File: config.mk
export PLATFORM = sky130hd
export DESIGN_NAME = button_debounce_long_press_core
export DESIGN_NICKNAME = d
export VERILOG_FILES = /design/src/rtl/core/bdlp_pkg.sv /design/src/rtl/core/button_debounce_long_press_core.sv /design/src/rtl/core/bdlp_cfg_regs.sv /design/src/rtl/core/bdlp_key_bank.sv /design/src/rtl/core/bdlp_key_logic.sv
export SDC_FILE = /design/constraint.sdc
export NUM_CORES = 1
export LEC_CHECK = 0
export BUFFER_PORTS_ARGS = -buffer_cell sky130_fd_sc_hd__buf_4
export CAP_MARGIN = 20
export CORE_MARGIN = 2
export CORE_UTILIZATION = 55
export DETAILED_ROUTE_END_ITERATION = 8
export PLACE_DENSITY = 0.73
export SKIP_LAST_GASP = 1
export SLEW_MARGIN = 20
export SYNTH_ARGS = -nofsm -noshare
export SYNTH_HDL_FRONTEND = slang
export SYNTH_HIERARCHICAL = 1
export SYNTH_SLANG_ARGS = --single-unit
File: constraint.sdc
create_clock -name clk -period 12.3 [get_ports clk]
set_input_delay 1.23 -clock clk [delete_from_list [all_inputs] [get_ports clk]]
set_output_delay 1.23 -clock clk [all_outputs]
set_load 0.005 [all_outputs]
File: src/rtl/core/bdlp_pkg.sv
// Shared types and constants for the debounced key poller.
`timescale 1ns / 1ps

package bdlp_pkg;

  // Default sizing
  localparam int NUM_KEYS_DEF  = 3;
  localparam int TIME_BITS_DEF = 32;

  // Field widths fixed by the interface
  localparam int KEY_SEL_BITS   = 2;
  localparam int NOW_BITS       = 32;
  localparam int CFG_DATA_BITS  = 16;
  localparam int CFG_INDEX_BITS = 2;

  // Register reset values
  localparam logic [CFG_DATA_BITS-1:0] DEBOUNCE_RESET = 16'd50;
  localparam logic [CFG_DATA_BITS-1:0] LONG_RESET     = 16'd800;

  // Configuration register indexes
  typedef enum logic [CFG_INDEX_BITS-1:0] {
    CFG_DEBOUNCE = 2'd0,
    CFG_LONG     = 2'd1
  } cfg_index_t;

  // Event codes
  typedef enum logic [1:0] {
    EVT_NONE  = 2'd0,
    EVT_SHORT = 2'd1,
    EVT_LONG  = 2'd2
  } event_t;

  // Per-key one-bit state
  typedef struct packed {
    logic prev_raw;
    logic stable_level;
    logic long_done;
  } key_flags_t;

  localparam key_flags_t FLAGS_RESET = '{prev_raw: 1'b1, stable_level: 1'b1, long_done: 1'b0};

endpackage

File: src/rtl/core/button_debounce_long_press_core.sv
// Debounced key poller with long-press detection: top level.
// Path: a poll word is held in the poll register, then its event word in the event register.
// Throughput: one poll word per cycle while the event register is free; the key state is read,
// updated and written back between the poll register and the event register.
// Reset (rst, synchronous): all keys released, timers zero, registers at 50 / 800 ms.
`timescale 1ns / 1ps

module button_debounce_long_press_core #(
  parameter int NUM_KEYS  = bdlp_pkg::NUM_KEYS_DEF,
  parameter int TIME_BITS = bdlp_pkg::TIME_BITS_DEF
) (
  input  logic                                 clk,
  input  logic                                 rst,
  input  logic                                 poll_valid,
  output logic                                 poll_ready,
  input  logic [bdlp_pkg::KEY_SEL_BITS-1:0]    key_select,
  input  logic                                 raw_level,
  input  logic [bdlp_pkg::NOW_BITS-1:0]        now_ms,
  output logic                                 event_valid,
  input  logic                                 event_ready,
  output logic [1:0]                           event_code,
  input  logic                                 cfg_valid,
  output logic                                 cfg_ready,
  input  logic [bdlp_pkg::CFG_INDEX_BITS-1:0]  cfg_index,
  input  logic [bdlp_pkg::CFG_DATA_BITS-1:0]   cfg_data
);

  localparam int KEY_W = (NUM_KEYS > 1) ? $clog2(NUM_KEYS) : 1;

  logic [bdlp_pkg::CFG_DATA_BITS-1:0] debounce_window;
  logic [bdlp_pkg::CFG_DATA_BITS-1:0] long_press_threshold;

  // Poll register
  logic                                 s1_valid;
  logic [bdlp_pkg::KEY_SEL_BITS-1:0]    s1_key;
  logic                                 s1_raw;
  logic [TIME_BITS-1:0]                 s1_now;
  logic                                 s1_adv;
  logic                                 key_ok;
  logic [KEY_W-1:0]                     key_idx;

  bdlp_pkg::key_flags_t   rd_flags;
  bdlp_pkg::key_flags_t   wr_flags;
  logic [TIME_BITS-1:0]   rd_change_time;
  logic [TIME_BITS-1:0]   rd_press_time;
  logic [TIME_BITS-1:0]   wr_change_time;
  logic [TIME_BITS-1:0]   wr_press_time;
  bdlp_pkg::event_t       evt;

  // Config registers
  bdlp_cfg_regs u_cfg (
    .clk                  (clk),
    .rst                  (rst),
    .cfg_valid            (cfg_valid),
    .cfg_ready            (cfg_ready),
    .cfg_index            (cfg_index),
    .cfg_data             (cfg_data),
    .debounce_window      (debounce_window),
    .long_press_threshold (long_press_threshold)
  );

  // Handshake: the poll register moves on when the event register is free
  assign s1_adv     = s1_valid && (!event_valid || event_ready);
  assign poll_ready = !s1_valid || s1_adv;

  always_ff @(posedge clk) begin
    if (rst) begin
      s1_valid <= 1'b0;
    end else if (poll_ready) begin
      s1_valid <= poll_valid;
    end
  end

  always_ff @(posedge clk) begin
    if (poll_valid && poll_ready) begin
      s1_key <= key_select;
      s1_raw <= raw_level;
      s1_now <= TIME_BITS'(now_ms);
    end
  end

  // Key range check
  assign key_ok  = 32'(s1_key) < NUM_KEYS;
  assign key_idx = KEY_W'(s1_key);

  bdlp_key_bank #(
    .NUM_KEYS  (NUM_KEYS),
    .TIME_BITS (TIME_BITS)
  ) u_bank (
    .clk            (clk),
    .rst            (rst),
    .key            (key_idx),
    .rd_flags       (rd_flags),
    .rd_change_time (rd_change_time),
    .rd_press_time  (rd_press_time),
    .wr_en          (s1_adv && key_ok),
    .wr_flags       (wr_flags),
    .wr_change_time (wr_change_time),
    .wr_press_time  (wr_press_time)
  );

  bdlp_key_logic #(
    .TIME_BITS (TIME_BITS)
  ) u_logic (
    .raw_level            (s1_raw),
    .now                  (s1_now),
    .debounce_window      (debounce_window),
    .long_press_threshold (long_press_threshold),
    .flags                (rd_flags),
    .change_time          (rd_change_time),
    .press_time           (rd_press_time),
    .flags_next           (wr_flags),
    .change_time_next     (wr_change_time),
    .press_time_next      (wr_press_time),
    .evt                  (evt)
  );

  // Event register
  always_ff @(posedge clk) begin
    if (rst) begin
      event_valid <= 1'b0;
    end else if (s1_adv) begin
      event_valid <= 1'b1;
    end else if (event_ready) begin
      event_valid <= 1'b0;
    end
  end

  always_ff @(posedge clk) begin
    if (s1_adv) begin
      event_code <= key_ok ? evt : bdlp_pkg::EVT_NONE;
    end
  end

endmodule

File: src/rtl/core/bdlp_cfg_regs.sv
// Configuration registers: debounce window and long-press threshold.
`timescale 1ns / 1ps

module bdlp_cfg_regs (
  input  logic                                 clk,
  input  logic                                 rst,
  input  logic                                 cfg_valid,
  output logic                                 cfg_ready,
  input  logic [bdlp_pkg::CFG_INDEX_BITS-1:0]  cfg_index,
  input  logic [bdlp_pkg::CFG_DATA_BITS-1:0]   cfg_data,
  output logic [bdlp_pkg::CFG_DATA_BITS-1:0]   debounce_window,
  output logic [bdlp_pkg::CFG_DATA_BITS-1:0]   long_press_threshold
);

  // Writes are always taken
  assign cfg_ready = 1'b1;

  // Register file; unknown indexes are dropped
  always_ff @(posedge clk) begin
    if (rst) begin
      debounce_window      <= bdlp_pkg::DEBOUNCE_RESET;
      long_press_threshold <= bdlp_pkg::LONG_RESET;
    end else if (cfg_valid) begin
      unique case (cfg_index)
        bdlp_pkg::CFG_DEBOUNCE: debounce_window      <= cfg_data;
        bdlp_pkg::CFG_LONG:     long_press_threshold <= cfg_data;
        default: ;
      endcase
    end
  end

endmodule

File: src/rtl/core/bdlp_key_bank.sv
// Per-key state registers with one read and one write port.
`timescale 1ns / 1ps

module bdlp_key_bank #(
  parameter int NUM_KEYS  = bdlp_pkg::NUM_KEYS_DEF,
  parameter int TIME_BITS = bdlp_pkg::TIME_BITS_DEF,
  localparam int KEY_W    = (NUM_KEYS > 1) ? $clog2(NUM_KEYS) : 1
) (
  input  logic                    clk,
  input  logic                    rst,
  input  logic [KEY_W-1:0]        key,
  output bdlp_pkg::key_flags_t    rd_flags,
  output logic [TIME_BITS-1:0]    rd_change_time,
  output logic [TIME_BITS-1:0]    rd_press_time,
  input  logic                    wr_en,
  input  bdlp_pkg::key_flags_t    wr_flags,
  input  logic [TIME_BITS-1:0]    wr_change_time,
  input  logic [TIME_BITS-1:0]    wr_press_time
);

  bdlp_pkg::key_flags_t   flags       [NUM_KEYS];
  logic [TIME_BITS-1:0]   change_time [NUM_KEYS];
  logic [TIME_BITS-1:0]   press_time  [NUM_KEYS];

  // Read the selected key
  assign rd_flags       = flags[key];
  assign rd_change_time = change_time[key];
  assign rd_press_time  = press_time[key];

  // Write back the selected key
  always_ff @(posedge clk) begin
    for (int k = 0; k < NUM_KEYS; k++) begin
      if (rst) begin
        flags[k]       <= bdlp_pkg::FLAGS_RESET;
        change_time[k] <= '0;
        press_time[k]  <= '0;
      end else if (wr_en && key == KEY_W'(k)) begin
        flags[k]       <= wr_flags;
        change_time[k] <= wr_change_time;
        press_time[k]  <= wr_press_time;
      end
    end
  end

endmodule

File: src/rtl/core/bdlp_key_logic.sv
// Debounce and press/long-press decision for one poll of one key.
`timescale 1ns / 1ps

module bdlp_key_logic #(
  parameter int TIME_BITS = bdlp_pkg::TIME_BITS_DEF
) (
  input  logic                                 raw_level,
  input  logic [TIME_BITS-1:0]                 now,
  input  logic [bdlp_pkg::CFG_DATA_BITS-1:0]   debounce_window,
  input  logic [bdlp_pkg::CFG_DATA_BITS-1:0]   long_press_threshold,
  input  bdlp_pkg::key_flags_t                 flags,
  input  logic [TIME_BITS-1:0]                 change_time,
  input  logic [TIME_BITS-1:0]                 press_time,
  output bdlp_pkg::key_flags_t                 flags_next,
  output logic [TIME_BITS-1:0]                 change_time_next,
  output logic [TIME_BITS-1:0]                 press_time_next,
  output bdlp_pkg::event_t                     evt
);

  logic [TIME_BITS-1:0] since_change;
  logic [TIME_BITS-1:0] since_press;
  logic [TIME_BITS-1:0] press_start;
  logic                 settled;
  logic                 press_begin;
  logic                 long_clear;
  logic                 long_hit;

  // Restart the debounce timer on any raw level change
  assign change_time_next = (raw_level != flags.prev_raw) ? now : change_time;
  assign since_change     = now - change_time_next;
  assign settled          = since_change >= TIME_BITS'(debounce_window);

  // Press accepted on a settled low while stable level is high
  assign press_begin = settled && !raw_level && flags.stable_level;
  assign press_start = press_begin ? now : press_time;
  assign long_clear  = press_begin ? 1'b0 : flags.long_done;
  assign since_press = now - press_start;
  assign long_hit    = settled && !raw_level && !long_clear &&
                       (since_press >= TIME_BITS'(long_press_threshold));

  // State write-back and event choice
  always_comb begin
    flags_next.prev_raw = raw_level;
    flags_next.stable_level = settled ? raw_level : flags.stable_level;
    flags_next.long_done = settled ? (long_clear || long_hit) : flags.long_done;
    press_time_next = press_start;
    priority if (long_hit) begin
      evt = bdlp_pkg::EVT_LONG;
    end else if (settled && raw_level && !flags.stable_level && !flags.long_done) begin
      evt = bdlp_pkg::EVT_SHORT;
    end else begin
      evt = bdlp_pkg::EVT_NONE;
    end
  end

endmodule
**Yosys cells after proc, flatten, opt, wreduce, memory -nomap -nowiden**

Memories as Yosys holds them, arrays and structs flattened. A register that Yosys moved wholly into a read port is not among the register bits.
Index checks and enable logic that the tools add are counted.

- Add/subtract/negate cells: 2
- Order comparisons: 3
- Eq/ne operators: 4
- Muxes and demuxes: 32
- Bitwise gates (word level): 10
- Reductions and logical operators: 28

Operators by type and width:

| operator | count |
|---|---|
| 2-to-1 mux 32 bit | 8 |
| greater-or-equal comparator 32 x 16 -> 1 bit | 2 |
| subtractor 32 bit | 2 |
| 2-to-1 mux 1 bit | 17 |
| logical AND 1 bit | 13 |
| 2-to-1 mux 3 bit | 3 |
| OR 1 bit | 9 |
| 2-to-1 mux 2 bit | 4 |
| zero test 1 bit | 6 |
| == test 2 x 1 -> 1 bit, second input constant | 2 |
| zero test 2 bit | 2 |
| AND reduction 2 bit | 2 |
| logical OR 1 bit | 3 |
| == test 2 bit, second input constant | 1 |
| < comparator 2 bit, second input constant | 1 |
| nonzero test 2 bit | 1 |
| OR reduction 2 bit | 1 |
| != test 1 bit | 1 |
| inverter 1 bit | 1 |

- Flip-flop bits (word level): 71
- Memory bits (writable): 201
- Input bits: 58
- Memories: 3

Memories:

| memory | depth | width | read ports | clocked after memory_dff | wr ports | line | RTL |
|---|---|---|---|---|---|---|---|
| u_bank.change_time | 3 | 32 | 1 | 1 | 3 | bdlp_key_bank.sv:22 | `logic [TIME_BITS-1:0] change_time [NUM_KEYS];` |
| u_bank.press_time | 3 | 32 | 1 | 1 | 3 | bdlp_key_bank.sv:23 | `logic [TIME_BITS-1:0] press_time [NUM_KEYS];` |
| u_bank.flags | 3 | 3 | 1 | 1 | 3 | bdlp_key_bank.sv:21 | `bdlp_pkg::key_flags_t flags [NUM_KEYS];` |

**Depth between registers and ports, before layout**

- Depth in word-level cells: 13
- Mapped depth: 63

**Cells and area by module**

Netlist, hierarchy kept.

By module, submodules not included:

| module | instances | cells each | area each (um^2) | seq. area each (um^2) |
|---|---|---|---|---|
| bdlp_key_bank | 1 | 738 | 8931.1 | 6035.8 |
| bdlp_key_logic | 1 | 1031 | 6585.1 | 0.0 |
| bdlp_cfg_regs | 1 | 131 | 1348.8 | 640.6 |
| button_debounce_long_press_core | 1 | 51 | 1236.2 | 1151.1 |

**Worst setup path before layout**

No wires, ideal clock.

- Path kind: register to register
- Start: register s1_key, in the netlist key_idx[0]
- End: register event_code[1], data pin
- Arrival: 11734 ps
- Path slack: 312 ps
- Cell stages (with the launch flop): 63
- Path buffers: 10
- Period minus slack after synthesis: 11988 ps
- Cell sequence: edfxtp_1 -> buf_2 -> buf_2 -> mux2i_1 -> o21ai_0 -> xnor2_2 -> clkbuf_1 -> clkbuf_1 -> buf_1 -> nand2_1 -> o21ai_0 -> ha_1 -> inv_1 -> ha_1 -> o21bai_1 -> a2bb2oi_2 -> nor3_1 -> or4_1 -> (+27 left out) -> o221ai_4 -> nor2_1 -> nand2_1 -> a21oi_1 -> xnor2_1 -> ha_1 -> a21o_1 -> nand2_1 -> o311a_1 -> o221ai_1 -> nor4_1 -> nand4_1 -> nor4_1 -> nand4_1 -> o31ai_2 -> a21oi_1 -> buf_4 -> and2_1

- Cells in the longest elaborated chain, start to end: 1

Ends and longest elaborated chain:

| item | line | RTL |
|---|---|---|
| from (decl) | button_debounce_long_press_core.sv:35 | `logic [bdlp_pkg::KEY_SEL_BITS-1:0] s1_key;` |
| from (signal assigned) | button_debounce_long_press_core.sv:76 | `s1_key <= key_select;` |
| < comparator 2 bit | button_debounce_long_press_core.sv:83 | `assign key_ok = 32'(s1_key) < NUM_KEYS;` |
| to (signal assigned) | button_debounce_long_press_core.sv:131 | `event_code <= key_ok ? evt : bdlp_pkg::EVT_NONE;` |
| to (decl) | button_debounce_long_press_core.sv:21 | `output logic [1:0] event_code,` |

No other way between the ends.
A chain may end at the register's enable or synchronous reset.

==> reports/results.ini <==
[finish]
syn2layout_area_growth_pct=9.42
fill_cells=2805
final_common_cell=nor2_1
final_nets=2101
antenna_cells=0
final_layout_size_suffix_gt1_share_pct=9.43
final_cell_mix=nor2_1, edfxtp_1, nand2_1

[clock_tree]
path_clk_slew_ps=60
cts_root_buf=clkbuf_16
cts_hold_buffers=0
cts-buffers-inserted=29
cts_sinks=272
clk-insertion-delay-late_ps=590
htreeDepth=1
clockBufferDepth=3
cts_tree=built

[timing]
setup_violations=0
period_needed_ps=11440
drv_slew=0
max_freq_mhz=87.4
max_slew_margin_pct=27.1
hold_viol_final=0
post-route-period-util_pct=93.0
worst_pin_slew_ps=1080
fin_worst_skew_ps=40.9
fin_tns_setup_ps=0
timing.final.ws_setup_ps=858

[setup_path]
r2r-end=u_bank/flags[0][0]
cp-start-kind=flop
crit_family=compound AO/OA/AOI/OAI gates
cp.buffers_inverters=2
cp-end-kind=flop
ff2ff_path_depth=50
r2r-start=key_idx[0]
required_ps=12600
crit_top_cell=o21ai_0
slowest_delay_ps=570
worstSetupPathType=flop to flop
path_max_fanout=37
crit_arrival_ps=11740
ff2ff_setup_slack_ps=860
cpMaxStageDelayCell=o41ai_1

[drt]
drt_iter0_drc=1424
wirelength_mm=53.2
final_antenna_net_count=0
vias_per_cell=6.09
drc_errors=0
wl_per_cell_microns=22.0
vias=14777
dr.pass1.iters=6

[global_route]
grt.met2_usage_pct=50.7
antenna_found_initial=0
grt_max_degree=104
grt_pass1_vias=14347
grt_pass1_wl_mm=81.3
top_usage_layer=met2
grt_overflow_total=0
grt_util_met3_pct=5.01
gr-usage-all-layers_pct=30.9
use_met1_pct=42.3

[worst_hold_path]
hp-class=flop to flop
hold_start=u_cfg/debounce_window[2]
hold_depth=2
holdPathEnd=u_cfg/debounce_window[2]

[power]
power_density_nw_per_um2=134
ir_drop_mv=0.119
leakagePower_nw=7.85

[synth]
ys_seq_area_share_pct=43.2
ys_types=100
synthTopCellsByArea=edfxtp_1, mux2i_1, nor2_1
netlist_instances=1951
syn_nets=2091
ys_async_sr_fraction_pct=0
synth-edff-count=238
synth_area_sq_um=18100
yosys_most_used_dff=edfxtp_1
synth-seq-cells=272
yosysTopAreaCell=edfxtp_1
syn_area_per_cell_sq_um=9.28
ys_warn_count=6
synth_top_area_share_pct=39.5

[floorplan]
core_sq_um=32500
row_count=66
pin_count=63
die-area_sq_um=34400
fp.dieH_microns=185
start_util_pct=55.8
die_w_microns=185

[job]
drv_cap=0

[run_status]
status=completed

[placement]
place.gp.congestion=1.03
post-dp-hpwl_mm=36.7
pre_cts_ws_ps=460
io_buffers=61

[per-stage QoR]
| stage | hold WS, ps | util [%] | total power [W] | instance area (sq um) | std cells |
|---|---|---|---|---|---|
| floorplan | 449 | - | 0.00160 | 18100 | 1951 |
| global placement | 460 | 58.0 | 0.00180 | 18800 | 2368 |
| detailed placement | 464 | 58.0 | 0.00181 | 18800 | 2368 |
| CTS | 475 | 60.8 | 0.00265 | 19700 | 2421 |
| global route | 489 | 61.0 | 0.00278 | 19800 | 2425 |
| finish | 476 | 61.0 | 0.00266 | 19800 | 2425 |
[area by class of cell]
class	instances	area, sq um	area share [%]
clock buffer	38	782	3.95
clock inverter	15	140	0.708
inverter	108	405	2.05
multi-input combinational	1457	9380	47.3
sequential	272	7830	39.5
tap	442	553	2.79
timing repair buffer	93	723	3.65
[worst max-delay path by stage]
| stage | start | end | slack, ps | depth (start not counted) |
|---|---|---|---|---|
| 2_1_floorplan | key_idx[0] | event_code[1] | 310 | 62 |
| 4_1_cts | key_idx[0] | u_bank/flags[0][0] | 420 | 52 |
| 3_5_place_dp | key_idx[0] | u_bank/flags[0][0] | 460 | 52 |
| 5_1_grt | key_idx[0] | u_bank/flags[0][0] | -20 | 51 |
| 6_report | key_idx[0] | u_bank/flags[0][0] | 860 | 50 |
| 3_3_place_gp | key_idx[0] | u_bank/flags[0][0] | 820 | 52 |
[synth_stat cells, drive strengths merged, types with 5 or more instances]
cell and n:
nor2 283, edfxtp 238, nand2 217, o21ai 136, mux2i 125, inv 108, a21oi 88, ha 81
nand2b 72, nand3b 71, clkbuf 59, buf 56, dfxtp 34, a21o 30, and2 28, xor2 27
xnor2 23, nor3 21, nand3 20, nor2b 18, nand4 17, a211oi 13, o21a 13, a31oi 11
o211ai 11, maj3 10, o21bai 9, or3 9, nor4 8, a21boi 7, mux2 7, o2111ai 7
a211o 6, nor3b 6, o221ai 6, o41ai 6, o31ai 5, or2 5
[registers in the layout, summed over array words and instances (netlist names), 2 cells and up]
signal	count
s1_now	32
u_bank/press_time	96
u_cfg/long_press_threshold	16
u_cfg/debounce_window	16
event_code	2
key_idx	2
u_bank/change_time	96
u_bank/flags	9
[power breakdown]
group	switching (W)	leakage (nW)	total, W	internal [W]
Sequential	0.0000287	2.70	0.00108	0.00105
Combinational	0.000466	4.68	0.000738	0.000272
Clock	0.000361	0.465	0.000850	0.000490
[cell families (layout without fill, tap and decap cells)]
| group | after synthesis | count (layout) | synth area share, % |
|---|---|---|---|
| compound gates | 390 | 390 | 13.9 |
| other cells | 1 | 1 | 0.0207 |
| buf+inv | 223 | 254 | 5.39 |
| xor+xnor | 50 | 51 | 2.50 |
| fa+ha+maj | 92 | 92 | 6.27 |
| mux | 132 | 132 | 7.37 |
| simple gates | 791 | 791 | 21.3 |
| flops | 272 | 272 | 43.2 |
[worst register-to-register path, delay by kind of cell (launching register included)]
kind,cells,cell delay [ps]
AND/OR/NAND/NOR,14,2110
buffers and inverters,2,470
XOR/XNOR,2,490
multiplexers,1,200
adder cells (fa/ha/maj),5,1600
flip-flops,1,450
AO/OA/AOI/OAI,26,5820
[layer usage]
| metal | vias up | wire (microns) |
|---|---|---|
| met5 | - | 0 |
| met4 | 0 | 1540 |
| met3 | 100 | 4280 |
| met2 | 615 | 24900 |
| met1 | 7122 | 22500 |
| li1 | 6940 | - |
[repair_timing]
| action | in CTS | in global routing |
|---|---|---|
| setup endpoints to repair | 0 | 4 |
| buffers inserted | 0 | 2 |
| gates resized for setup | 0 | 9 |
Note: power is estimated with default switching activity, not from simulation.
